==> config.mk <==
export PLATFORM = sky130hd
export DESIGN_NAME = char_lcd_shadow_refresh_unit
export DESIGN_NICKNAME = d
export VERILOG_FILES = /design/src/rtl/clsr_pkg.sv /design/src/rtl/clsr_front.sv /design/src/rtl/clsr_queue.sv /design/src/rtl/clsr_back.sv /design/src/rtl/char_lcd_shadow_refresh_unit.sv
export SDC_FILE = /design/constraint.sdc
export NUM_CORES = 2
export LEC_CHECK = 0
export BUFFER_PORTS_ARGS = -buffer_cell sky130_fd_sc_hd__buf_4
export CORE_MARGIN = 8
export CORE_UTILIZATION = 40
export DETAILED_ROUTE_END_ITERATION = 7
export GPL_TIMING_DRIVEN = 1
export SETUP_SLACK_MARGIN = 0.05
export SYNTH_ARGS = -nofsm -noshare
export SYNTH_HDL_FRONTEND = slang
export SYNTH_HIERARCHICAL = 1
export SYNTH_SLANG_ARGS = --single-unit
==> constraint.sdc <==
create_clock -name clock -period 4.7 [get_ports clock]
set_input_delay 0.47 -clock clock [delete_from_list [all_inputs] [get_ports clock]]
set_output_delay 0.47 -clock clock [all_outputs]
set_load 0.1 [all_outputs]
==> src/rtl/clsr_pkg.sv <==
// ============================================================================
// Shared definitions for the character LCD shadow refresh unit
// Sizes, payload types, internal command codes and frame formatting helpers.
// ============================================================================
`default_nettype none

package clsr_pkg;

   // Buffer geometry.
   localparam int ROWS    = 4;
   localparam int COLUMNS = 20;
   localparam int DEPTH   = ROWS * COLUMNS;
   localparam int ROW_W   = 2;
   localparam int COL_W   = 5;
   localparam int SLOT_W  = 5;
   localparam int ADDR_W  = $clog2(DEPTH);

   // Command queue between the front and the back.
   localparam int QUEUE_DEPTH = 2;
   localparam int QPTR_W      = 1;
   localparam int QCNT_W      = 2;

   // Character and frame constants.
   localparam logic [7:0] SPACE_CHAR    = 8'h20;
   localparam logic [7:0] CURSOR_CMD    = 8'h80;
   localparam logic [7:0] NIBBLE_MASK   = 8'hF0;
   localparam logic [7:0] BACKLIGHT_BIT = 8'h08;
   localparam logic [7:0] ENABLE_BIT    = 8'h04;

   // Request action codes.
   typedef enum logic [1:0] {
      ACT_PUT_CHAR = 2'd0,
      ACT_CLEAR    = 2'd1,
      ACT_TICK     = 2'd2,
      ACT_FAIL     = 2'd3
   } action_type;

   // Internal command codes carried from the front to the back.
   typedef enum logic [2:0] {
      OP_WRITE = 3'd0,
      OP_PAD   = 3'd1,
      OP_CLEAR = 3'd2,
      OP_TICK  = 3'd3,
      OP_FAIL  = 3'd4
   } op_type;

   typedef struct packed {
      logic [1:0] action;
      logic [1:0] row;
      logic [7:0] character;
      logic       bus_ready;
   } req_type;

   typedef struct packed {
      logic [7:0] frame_byte_0;
      logic [7:0] frame_byte_1;
      logic [7:0] frame_byte_2;
      logic [7:0] frame_byte_3;
      logic       is_data;
      logic       pass_end;
   } rsp_type;

   typedef struct packed {
      op_type           op;
      logic [ROW_W-1:0] row;
      logic [COL_W-1:0] col;
      logic [7:0]       value;
   } cmd_type;

   // Linear buffer address of a row and column.
   function automatic logic [ADDR_W-1:0] char_addr(input logic [ROW_W-1:0] row,
                                                   input logic [COL_W-1:0] col);
      return ADDR_W'(row) * ADDR_W'(COLUMNS) + ADDR_W'(col);
   endfunction

   // Display RAM offset of the first character of each row.
   function automatic logic [7:0] row_offset(input logic [ROW_W-1:0] row);
      logic [7:0] offset;
      case (row)
         2'd0:    offset = 8'h00;
         2'd1:    offset = 8'h40;
         2'd2:    offset = 8'h14;
         2'd3:    offset = 8'h54;
         default: offset = 8'h00;
      endcase
      return offset;
   endfunction

   // Split one LCD byte into the four expander bytes of a 4-bit transfer.
   function automatic rsp_type make_frame(input logic [7:0] lcd_byte,
                                          input logic       rs,
                                          input logic       backlight,
                                          input logic       last);
      rsp_type    frame;
      logic [7:0] ctrl_off;
      logic [7:0] ctrl_on;
      logic [7:0] low_up;
      ctrl_off = (backlight ? BACKLIGHT_BIT : 8'h00) | {7'd0, rs};
      ctrl_on  = ctrl_off | ENABLE_BIT;
      low_up   = {lcd_byte[3:0], 4'h0};
      frame.frame_byte_0 = (lcd_byte & NIBBLE_MASK) | ctrl_on;
      frame.frame_byte_1 = (lcd_byte & NIBBLE_MASK) | ctrl_off;
      frame.frame_byte_2 = low_up | ctrl_on;
      frame.frame_byte_3 = low_up | ctrl_off;
      frame.is_data      = rs;
      frame.pass_end     = last;
      return frame;
   endfunction

endpackage

`default_nettype wire

==> src/rtl/clsr_front.sv <==
// ============================================================================
// Request front end
// Accepts requests, tracks the write column and turns each request into at
// most one internal command for the back end.
// ============================================================================
`default_nettype none

module clsr_front (
   input  wire logic             clock,
   input  wire logic             reset,
   input  wire logic             req_valid,
   output logic                  req_stall,
   input  wire clsr_pkg::req_type req_payload,
   input  wire logic             queue_full,
   output logic                  push,
   output clsr_pkg::cmd_type     push_cmd
);

   logic [clsr_pkg::COL_W-1:0] write_column_ff;
   logic [clsr_pkg::COL_W-1:0] write_column_in;
   logic                       accept;
   logic                       has_cmd;
   logic                       row_ok;

   // A request is taken whenever the queue has room.
   assign req_stall = queue_full;
   assign accept    = req_valid && !queue_full;
   assign push      = accept && has_cmd;
   assign row_ok    = {1'b0, req_payload.row} < (clsr_pkg::ROW_W + 1)'(clsr_pkg::ROWS);

   // Classify the request.
   always_comb begin
      has_cmd         = 1'b0;
      write_column_in = write_column_ff;
      push_cmd.op     = clsr_pkg::OP_TICK;
      push_cmd.row    = req_payload.row;
      push_cmd.col    = write_column_ff;
      push_cmd.value  = req_payload.character;
      case (req_payload.action)
         clsr_pkg::ACT_PUT_CHAR: begin
            if (row_ok) begin
               if (req_payload.character == 8'h00) begin
                  // Line end pads the rest of the row with spaces.
                  has_cmd         = 1'b1;
                  push_cmd.op     = clsr_pkg::OP_PAD;
                  push_cmd.value  = clsr_pkg::SPACE_CHAR;
                  write_column_in = '0;
               end else if (write_column_ff < clsr_pkg::COL_W'(clsr_pkg::COLUMNS)) begin
                  has_cmd         = 1'b1;
                  push_cmd.op     = clsr_pkg::OP_WRITE;
                  write_column_in = write_column_ff + clsr_pkg::COL_W'(1);
               end
            end
         end
         clsr_pkg::ACT_CLEAR: begin
            has_cmd        = 1'b1;
            push_cmd.op    = clsr_pkg::OP_CLEAR;
            push_cmd.value = clsr_pkg::SPACE_CHAR;
         end
         clsr_pkg::ACT_TICK: begin
            has_cmd     = req_payload.bus_ready;
            push_cmd.op = clsr_pkg::OP_TICK;
         end
         clsr_pkg::ACT_FAIL: begin
            has_cmd     = 1'b1;
            push_cmd.op = clsr_pkg::OP_FAIL;
         end
         default: begin
            has_cmd = 1'b0;
         end
      endcase
   end

   // Write column register.
   always_ff @(posedge clock) begin
      if (reset) begin
         write_column_ff <= '0;
      end else if (accept) begin
         write_column_ff <= write_column_in;
      end
   end

endmodule

`default_nettype wire

==> src/rtl/clsr_queue.sv <==
// ============================================================================
// Command queue
// Short first-in first-out queue that decouples the front from the back.
// ============================================================================
`default_nettype none

module clsr_queue (
   input  wire logic              clock,
   input  wire logic              reset,
   input  wire logic              push,
   input  wire clsr_pkg::cmd_type push_cmd,
   output logic                   full,
   output logic                   pop_valid,
   input  wire logic              pop,
   output clsr_pkg::cmd_type      pop_cmd
);

   clsr_pkg::cmd_type           entry_ff [clsr_pkg::QUEUE_DEPTH];
   logic [clsr_pkg::QPTR_W-1:0] wr_ptr_ff;
   logic [clsr_pkg::QPTR_W-1:0] rd_ptr_ff;
   logic [clsr_pkg::QCNT_W-1:0] count_ff;
   logic [clsr_pkg::QPTR_W-1:0] wr_ptr_in;
   logic [clsr_pkg::QPTR_W-1:0] rd_ptr_in;
   logic [clsr_pkg::QCNT_W-1:0] count_in;
   logic                        do_push;
   logic                        do_pop;

   assign full      = count_ff == clsr_pkg::QCNT_W'(clsr_pkg::QUEUE_DEPTH);
   assign pop_valid = count_ff != '0;
   assign pop_cmd   = entry_ff[rd_ptr_ff];
   assign do_push   = push && !full;
   assign do_pop    = pop && pop_valid;

   // Pointer and count update.
   always_comb begin
      wr_ptr_in = wr_ptr_ff;
      rd_ptr_in = rd_ptr_ff;
      count_in  = count_ff;
      if (do_push) begin
         wr_ptr_in = (wr_ptr_ff == clsr_pkg::QPTR_W'(clsr_pkg::QUEUE_DEPTH - 1)) ?
                     '0 : wr_ptr_ff + clsr_pkg::QPTR_W'(1);
      end
      if (do_pop) begin
         rd_ptr_in = (rd_ptr_ff == clsr_pkg::QPTR_W'(clsr_pkg::QUEUE_DEPTH - 1)) ?
                     '0 : rd_ptr_ff + clsr_pkg::QPTR_W'(1);
      end
      if (do_push && !do_pop) begin
         count_in = count_ff + clsr_pkg::QCNT_W'(1);
      end else if (do_pop && !do_push) begin
         count_in = count_ff - clsr_pkg::QCNT_W'(1);
      end
   end

   always_ff @(posedge clock) begin
      if (reset) begin
         wr_ptr_ff <= '0;
         rd_ptr_ff <= '0;
         count_ff  <= '0;
      end else begin
         wr_ptr_ff <= wr_ptr_in;
         rd_ptr_ff <= rd_ptr_in;
         count_ff  <= count_in;
      end
   end

   // Queue storage.
   always_ff @(posedge clock) begin
      if (do_push) begin
         entry_ff[wr_ptr_ff] <= push_cmd;
      end
   end

endmodule

`default_nettype wire

==> src/rtl/clsr_back.sv <==
// ============================================================================
// Command back end
// Owns the shadow buffer, the dirty flag and the refresh position, executes
// queued commands and holds the response register.
// ============================================================================
`default_nettype none

module clsr_back (
   input  wire logic              clock,
   input  wire logic              reset,
   input  wire logic              cmd_valid,
   input  wire clsr_pkg::cmd_type cmd,
   output logic                   cmd_pop,
   input  wire logic              csr_wr_en,
   input  wire logic              csr_wr_data,
   output logic                   rsp_valid,
   input  wire logic              rsp_stall,
   output clsr_pkg::rsp_type      rsp_payload
);

   typedef enum logic [3:0] {
      ST_IDLE = 4'b0001,
      ST_READ = 4'b0010,
      ST_CMP  = 4'b0100,
      ST_TICK = 4'b1000
   } state_type;

   state_type                   state_ff;
   state_type                   state_in;
   logic [clsr_pkg::ROW_W-1:0]  cur_row_ff;
   logic [clsr_pkg::ROW_W-1:0]  cur_row_in;
   logic [clsr_pkg::COL_W-1:0]  cur_col_ff;
   logic [clsr_pkg::COL_W-1:0]  cur_col_in;
   logic [7:0]                  value_ff;
   logic [7:0]                  value_in;
   logic                        multi_ff;
   logic                        multi_in;
   logic                        all_rows_ff;
   logic                        all_rows_in;
   logic                        dirty_ff;
   logic                        dirty_in;
   logic                        pass_active_ff;
   logic                        pass_active_in;
   logic [clsr_pkg::ROW_W-1:0]  pass_row_ff;
   logic [clsr_pkg::ROW_W-1:0]  pass_row_in;
   logic [clsr_pkg::SLOT_W-1:0] pass_slot_ff;
   logic [clsr_pkg::SLOT_W-1:0] pass_slot_in;
   logic                        backlight_ff;
   logic                        rsp_valid_ff;
   logic                        rsp_valid_in;
   clsr_pkg::rsp_type           rsp_ff;

   // Shadow buffer with per-entry valid bits; an entry never written reads zero.
   logic [7:0]                  mem [clsr_pkg::DEPTH];
   logic                        entry_valid_ff [clsr_pkg::DEPTH];
   logic [7:0]                  rd_a_ff;
   logic [7:0]                  rd_b_ff;
   logic                        rd_a_vld_ff;
   logic                        rd_b_vld_ff;
   logic [clsr_pkg::ADDR_W-1:0] addr_a;
   logic [clsr_pkg::ADDR_W-1:0] addr_b;
   logic [clsr_pkg::ADDR_W-1:0] cur_addr;
   logic [7:0]                  rd_a_byte;
   logic [7:0]                  rd_b_byte;
   logic                        mem_we;

   // Refresh step values.
   logic                        slot_is_cmd;
   logic [7:0]                  lcd_byte;
   logic                        next_ok;
   logic                        last;
   logic                        load_rsp;

   assign cur_addr  = clsr_pkg::char_addr(cur_row_ff, cur_col_ff);
   assign rd_a_byte = rd_a_vld_ff ? rd_a_ff : 8'h00;
   assign rd_b_byte = rd_b_vld_ff ? rd_b_ff : 8'h00;

   // Read addresses: port A serves the byte update and the current refresh
   // character, port B looks ahead at the next refresh character.
   always_comb begin
      if (state_ff == ST_READ) begin
         addr_a = cur_addr;
      end else if (pass_slot_ff == '0) begin
         addr_a = '0;
      end else begin
         addr_a = clsr_pkg::char_addr(pass_row_ff,
                                      clsr_pkg::COL_W'(pass_slot_ff - clsr_pkg::SLOT_W'(1)));
      end
      if (pass_slot_ff < clsr_pkg::SLOT_W'(clsr_pkg::COLUMNS)) begin
         addr_b = clsr_pkg::char_addr(pass_row_ff, clsr_pkg::COL_W'(pass_slot_ff));
      end else begin
         addr_b = '0;
      end
   end

   // Refresh step: the current byte and whether the pass goes on.
   assign slot_is_cmd = pass_slot_ff == '0;
   assign lcd_byte    = slot_is_cmd ?
                        (clsr_pkg::CURSOR_CMD | clsr_pkg::row_offset(pass_row_ff)) : rd_a_byte;
   assign next_ok     = (pass_slot_ff < clsr_pkg::SLOT_W'(clsr_pkg::COLUMNS)) &&
                        (rd_b_byte != 8'h00);
   assign last        = !next_ok && (pass_row_ff == clsr_pkg::ROW_W'(clsr_pkg::ROWS - 1));
   assign load_rsp    = state_ff == ST_TICK;

   // Sequencer.
   always_comb begin
      state_in       = state_ff;
      cur_row_in     = cur_row_ff;
      cur_col_in     = cur_col_ff;
      value_in       = value_ff;
      multi_in       = multi_ff;
      all_rows_in    = all_rows_ff;
      dirty_in       = dirty_ff;
      pass_active_in = pass_active_ff;
      pass_row_in    = pass_row_ff;
      pass_slot_in   = pass_slot_ff;
      cmd_pop        = 1'b0;
      mem_we         = 1'b0;
      case (state_ff)
         ST_IDLE: begin
            if (cmd_valid) begin
               case (cmd.op)
                  clsr_pkg::OP_WRITE, clsr_pkg::OP_PAD, clsr_pkg::OP_CLEAR: begin
                     cmd_pop     = 1'b1;
                     cur_row_in  = (cmd.op == clsr_pkg::OP_CLEAR) ? '0 : cmd.row;
                     cur_col_in  = (cmd.op == clsr_pkg::OP_CLEAR) ? '0 : cmd.col;
                     value_in    = cmd.value;
                     multi_in    = cmd.op != clsr_pkg::OP_WRITE;
                     all_rows_in = cmd.op == clsr_pkg::OP_CLEAR;
                     // Padding from past the last column changes nothing.
                     if (cmd.op == clsr_pkg::OP_PAD &&
                         cmd.col >= clsr_pkg::COL_W'(clsr_pkg::COLUMNS)) begin
                        state_in = ST_IDLE;
                     end else begin
                        state_in = ST_READ;
                     end
                  end
                  clsr_pkg::OP_FAIL: begin
                     cmd_pop        = 1'b1;
                     pass_active_in = 1'b0;
                     pass_row_in    = '0;
                     pass_slot_in   = '0;
                     dirty_in       = 1'b1;
                  end
                  clsr_pkg::OP_TICK: begin
                     // A refresh step waits for a free response register.
                     if (!rsp_valid_ff) begin
                        cmd_pop = 1'b1;
                        if (pass_active_ff || dirty_ff) begin
                           if (!pass_active_ff) begin
                              dirty_in       = 1'b0;
                              pass_active_in = 1'b1;
                           end
                           state_in = ST_TICK;
                        end
                     end
                  end
                  default: begin
                     cmd_pop = 1'b1;
                  end
               endcase
            end
         end
         ST_READ: begin
            state_in = ST_CMP;
         end
         ST_CMP: begin
            // Write only a changed byte, and mark the buffer dirty.
            if (rd_a_byte != value_ff) begin
               mem_we   = 1'b1;
               dirty_in = 1'b1;
            end
            if (!multi_ff) begin
               state_in = ST_IDLE;
            end else if (cur_col_ff == clsr_pkg::COL_W'(clsr_pkg::COLUMNS - 1)) begin
               if (all_rows_ff && cur_row_ff != clsr_pkg::ROW_W'(clsr_pkg::ROWS - 1)) begin
                  cur_row_in = cur_row_ff + clsr_pkg::ROW_W'(1);
                  cur_col_in = '0;
                  state_in   = ST_READ;
               end else begin
                  state_in = ST_IDLE;
               end
            end else begin
               cur_col_in = cur_col_ff + clsr_pkg::COL_W'(1);
               state_in   = ST_READ;
            end
         end
         ST_TICK: begin
            state_in = ST_IDLE;
            if (next_ok) begin
               pass_slot_in = pass_slot_ff + clsr_pkg::SLOT_W'(1);
            end else if (last) begin
               pass_active_in = 1'b0;
               pass_row_in    = '0;
               pass_slot_in   = '0;
            end else begin
               pass_row_in  = pass_row_ff + clsr_pkg::ROW_W'(1);
               pass_slot_in = '0;
            end
         end
         default: begin
            state_in = ST_IDLE;
         end
      endcase
   end

   // Response register: loaded only while empty, held while stalled.
   always_comb begin
      if (load_rsp) begin
         rsp_valid_in = 1'b1;
      end else if (rsp_stall) begin
         rsp_valid_in = rsp_valid_ff;
      end else begin
         rsp_valid_in = 1'b0;
      end
   end

   assign rsp_valid   = rsp_valid_ff;
   assign rsp_payload = rsp_ff;

   // Control registers.
   always_ff @(posedge clock) begin
      if (reset) begin
         state_ff       <= ST_IDLE;
         dirty_ff       <= 1'b0;
         pass_active_ff <= 1'b0;
         pass_row_ff    <= '0;
         pass_slot_ff   <= '0;
         backlight_ff   <= 1'b1;
         rsp_valid_ff   <= 1'b0;
      end else begin
         state_ff       <= state_in;
         dirty_ff       <= dirty_in;
         pass_active_ff <= pass_active_in;
         pass_row_ff    <= pass_row_in;
         pass_slot_ff   <= pass_slot_in;
         rsp_valid_ff   <= rsp_valid_in;
         if (csr_wr_en) begin
            backlight_ff <= csr_wr_data;
         end
      end
   end

   // Payload registers.
   always_ff @(posedge clock) begin
      cur_row_ff  <= cur_row_in;
      cur_col_ff  <= cur_col_in;
      value_ff    <= value_in;
      multi_ff    <= multi_in;
      all_rows_ff <= all_rows_in;
      if (load_rsp) begin
         rsp_ff <= clsr_pkg::make_frame(lcd_byte, !slot_is_cmd, backlight_ff, last);
      end
   end

   // Buffer valid bits.
   always_ff @(posedge clock) begin
      if (reset) begin
         for (int i = 0; i < clsr_pkg::DEPTH; i++) begin
            entry_valid_ff[i] <= 1'b0;
         end
      end else if (mem_we) begin
         entry_valid_ff[cur_addr] <= 1'b1;
      end
   end

   // Buffer storage with two registered read ports.
   always_ff @(posedge clock) begin
      if (mem_we) begin
         mem[cur_addr] <= value_ff;
      end
      rd_a_ff     <= mem[addr_a];
      rd_b_ff     <= mem[addr_b];
      rd_a_vld_ff <= entry_valid_ff[addr_a];
      rd_b_vld_ff <= entry_valid_ff[addr_b];
   end

endmodule

`default_nettype wire

==> src/rtl/char_lcd_shadow_refresh_unit.sv <==
// Path: a frame's tick passes the command queue, the ST_TICK state and the response
// register once it is free. Requests enter a two-entry command queue at one per
// cycle while it has room; the back end takes a write through ST_READ and ST_CMP, a
// frame through ST_TICK, and a line end or clear through both states per byte.
// Reset: synchronous; the buffer reads as zero through per-entry valid bits
// right after reset, with no clearing pass, and the backlight bit resets to 1.
// ============================================================================
// Character LCD shadow refresh unit
// Shadow character buffer with a byte-serial refresh through a 4-bit expander.
// ============================================================================
`default_nettype none

module char_lcd_shadow_refresh_unit (
   input  wire logic              clock,
   input  wire logic              reset,
   input  wire logic              req_valid,
   output logic                   req_stall,
   input  wire clsr_pkg::req_type req_payload,
   output logic                   rsp_valid,
   input  wire logic              rsp_stall,
   output clsr_pkg::rsp_type      rsp_payload,
   input  wire logic              csr_wr_en,
   input  wire logic              csr_wr_data
);

   logic              push;
   logic              queue_full;
   clsr_pkg::cmd_type push_cmd;
   logic              cmd_valid;
   logic              cmd_pop;
   clsr_pkg::cmd_type cmd;

   // Front end: request classification.
   clsr_front u_front (
      .clock       (clock),
      .reset       (reset),
      .req_valid   (req_valid),
      .req_stall   (req_stall),
      .req_payload (req_payload),
      .queue_full  (queue_full),
      .push        (push),
      .push_cmd    (push_cmd)
   );

   // Command queue.
   clsr_queue u_queue (
      .clock     (clock),
      .reset     (reset),
      .push      (push),
      .push_cmd  (push_cmd),
      .full      (queue_full),
      .pop_valid (cmd_valid),
      .pop       (cmd_pop),
      .pop_cmd   (cmd)
   );

   // Back end: buffer, refresh sequencer and response register.
   clsr_back u_back (
      .clock       (clock),
      .reset       (reset),
      .cmd_valid   (cmd_valid),
      .cmd         (cmd),
      .cmd_pop     (cmd_pop),
      .csr_wr_en   (csr_wr_en),
      .csr_wr_data (csr_wr_data),
      .rsp_valid   (rsp_valid),
      .rsp_stall   (rsp_stall),
      .rsp_payload (rsp_payload)
   );

endmodule

`default_nettype wire

==> flow_summary_export.csv <==
group,metric,value,unit
logic_synthesis,ys.flop_type,"edfxtp_1",
global_route,grt_use_total,24.0,%
route,postRouteWirelength,144000,µm
hold_path,min_path_type,"input pin to flip-flop",
global_route,use_met3,5.03,%
logic_synthesis,yosys_warnings,6,
logic_synthesis,async_flop_share,0,%
timing,skew,37.6,ps
floorplan,die_area,116000,µm²
pwr,p_comb_share,10.0,%
critical_path,reg2reg_depth,10,
floorplan,io_pins,55,
hold_path,min_path_cells,3,
route,drt_iter0_drc,4404,
final_layout,fin_cells,4932,
global_route,grt_pass1_vias,30503,
timing,slew_violations,0,
floorplan,coreArea,105000,µm²
global_route,grtUsageMet1,33.5,%
final_layout,fin_area,47600,µm²
critical_path,cpLargestDelayFamily,"simple AND/OR/NAND/NOR gates",
global_route,grt_busiest_layer,"met2",
critical_path,critPathKind,"flip-flop to flip-flop",
clock_tree,clockBufferDepth,3,
route,drc,0,
timing,hold_ws,40.9,ps
pwr,p_switching,4590,µW
critical_path,required,5250,ps
global_route,grt_max_degree,115,
clock_tree,cts_buffers,93,
critical_path,cp-end-kind,"flip-flop",
logic_synthesis,synth-edff-count,704,
logic_synthesis,ys_seq_area_share,57.6,%
floorplan,die_w,341,µm
timing,grt_setup_unrepaired,"false",
floorplan,fp-row-count,119,
timing,hold_viol_final,0,
logic_synthesis,synth-seq-cells,863,
critical_path,start_kind,"flip-flop",
logic_synthesis,synth.avg_cell_area,12.3,µm²
pwr,p_int,13300,µW
final_layout,fillers,9551,
job,drv_cap,0,
timing,relSlewSlack,14.0,%
clock_tree,clk_pin_slew_worst_paths,60,ps
critical_path,r2r_setup_slack,270,ps
run_status,status,"complete, no violations",
floorplan,initial_core_util,40.2,%
place,io_buffers,46,
route,via_per_inst,6.41,
final_layout,mostFrequentLayoutCells,"704 x edfxtp_1, 395 x nand2_1, 241 x nor2_1",
pwr,power_leakage,0.0161,µW
pwr,clockPowerShare,41.0,%
timing,tightest_slew,1280,ps
place,place.gp.congestion,0.927,
logic_synthesis,synth_cells,3423,
timing,period_needed,4430,ps
clock_tree,clock-root-buffer,"clkbuf_16",
global_route,grt_use_met2,37.0,%
pwr,ir_drop,0.000339,V
critical_path,cp_max_fo,42,
pwr,p_per_area,377,nW/µm²
clock_tree,cts_sinks,863,
clock_tree,cts_tree,"yes",
critical_path,cp_slowest_cell,"fa_1",
critical_path,path_depth,10,
final_layout,syn_to_final_growth,12.8,%
final_layout,drive_gt1_share,18.1,%
route,route.vias.total,31593,
timing,setup_tns,0,ps
final_layout,final_common_cell,"edfxtp_1",
critical_path,critPathArrivalTime,4970,ps
clock_tree,clk_latency,690,ps
critical_path,cp_num_buf_inv,1,
pwr,seqPwrFrac,49.1,%
logic_synthesis,syn_area,42200,µm²
timing,post-route-period-util,94.2,%
place,placed_area,44500,µm²
place,place_worst_setup_slack,267,ps
logic_synthesis,synth.distinct_cells,85,
route,dr.pass1.iters,6,
timing,max_freq,0.226,GHz
floorplan,die_y,341,µm
global_route,grt_antenna_before_repair,3,
critical_path,path_cells,"buf_4 > nor3_1 > xor2_1 > fa_1 > nand3_1 > nand2_1 > nor2_2 > a22oi_1 > a21oi_1 > or4b_1",
pwr,swShare,25.6,%
route,wl_per_cell,29.1,µm
final_layout,nets,3508,
global_route,grt_overflow,0,
place,dp_cells,4751,
timing,setup_viol,0,
critical_path,slowest_delay,590,ps
timing,finalWorstSetupSlack,272,ps
clock_tree,cts_max_level,3,
route,ant_nets,0,
place,place_hpwl,93600,µm
global_route,grt_pass1_wl,211000,µm
cells by family (layout without fill, tap and decap cells):
family          Yosys count  in the layout  share of synthesized area [%]
compound gates          818            818                           13.3
xor+xnor                 20             20                          0.415
fa+ha+maj                26             26                          0.824
buf+inv                 318            428                           3.60
flops                   863            863                           57.6
mux                     309            309                           12.1
other cells               2             10                         0.0178
simple gates           1067           1067                           12.1
through the flow:
step,power [µW],util [%]
after floorplan,9990,-
after global placement,10700,42.4
after detailed placement,10700,42.4
after CTS,18000,45.3
after global routing,18400,45.3
final,17900,45.4
per-layer routing:
metal / vias to the layer above / part of all wire, %
met4: 2 / 3.6
met5: - / 0.0091
met1: 15804 / 40
li1: 13477 / -
met2: 2000 / 45
met3: 310 / 11
area by class of cell:
type	instances	area [µm²]	share of cell area [%]
flip-flops and latches	863	24300	51.1
inverters	17	63.8	0.134
multi-input cells	2248	16500	34.7
clock inverters	57	533	1.12
repair buffers	240	1960	4.12
diodes	2	5.00	0.0105
clock buffers	114	2470	5.19
well taps	1391	1740	3.66
power by group through the flow:
stage / Clock [µW] / Sequential, µW / Combinational [µW]
after detailed placement: 0 / 8960 / 1760
after global placement: 0 / 8950 / 1740
after global routing: 7730 / 8810 / 1890
final: 7340 / 8800 / 1790
after floorplan: 0 / 9070 / 928
after CTS: 7450 / 8790 / 1760
worst reg2reg max path, delay by kind of cell, from the launching register on:
kind | cells | cell delay (ps)
AND/OR/NAND/NOR | 5 | 1760
flip-flops | 1 | 460
AO/OA/AOI/OAI | 2 | 750
buffers and inverters | 1 | 550
adder cells (fa/ha/maj) | 1 | 590
XOR/XNOR | 1 | 200
synth_stat cells (all sizes together), types with 6 or more instances:
cell type  count  area [µm²]
and2          20         128
nand2        404        1530
a22oi         35         268
o22ai         53         332
buf          135         830
a21oi        160         805
nor4           9        56.3
nor3          45         225
mux2          68         766
o21bai        34         255
inv           16        60.1
o31ai         13        97.6
a311oi        27         236
ha            23         288
nor2b         12        77.6
edfxtp       704       21100
or3           10        62.6
o211ai        15         118
nand4         42         263
a31oi         73         457
dfxtp        159        3180
mux4         155        3490
a21o          14         105
o21ai         55         287
or4b           8        80.1
nand3b         8        60.1
xor2          15         131
a21boi         6        45.1
nor2         247         952
a32oi         17         149
a211oi       238        1790
a32o           6        60.1
a2111oi       30         263
mux2i         86         861
and3         176        1110
nand3         58         295
o221ai         9        85.1
clkbuf       166         624
flip-flops by register name (all words and copies together), names as in the netlist, 5 cells and up, named ones only:
signal and cells:
u_back/mem 640, u_back/entry_valid_ff 116, u_queue/entry_ff 36, u_back/rsp_payload 11, u_back/rd_a_ff 8, u_back/rd_b_ff 8
u_back/value_ff 8, u_back/cur_col_ff 5, u_back/pass_slot_ff 5, u_front/write_column_ff 5
final timing paths:
kind / end / from
min: u_back/rsp_valid / rsp_stall
min reg2reg: u_back/entry_valid_ff[113] / u_back/entry_valid_ff[113]
max: u_back/rd_a_ff[4] / u_back/pass_slot_ff[0]
max reg2reg: u_back/rd_a_ff[4] / u_back/pass_slot_ff[0]
timing repair:
item,CTS,global route
endpoints found under the hold margin,5,0
hold buffers,4,0
endpoints found under the setup margin,0,6
buffers inserted,0,4
gates resized for setup,0,1
Note: power is estimated with default switching activity, not from simulation.
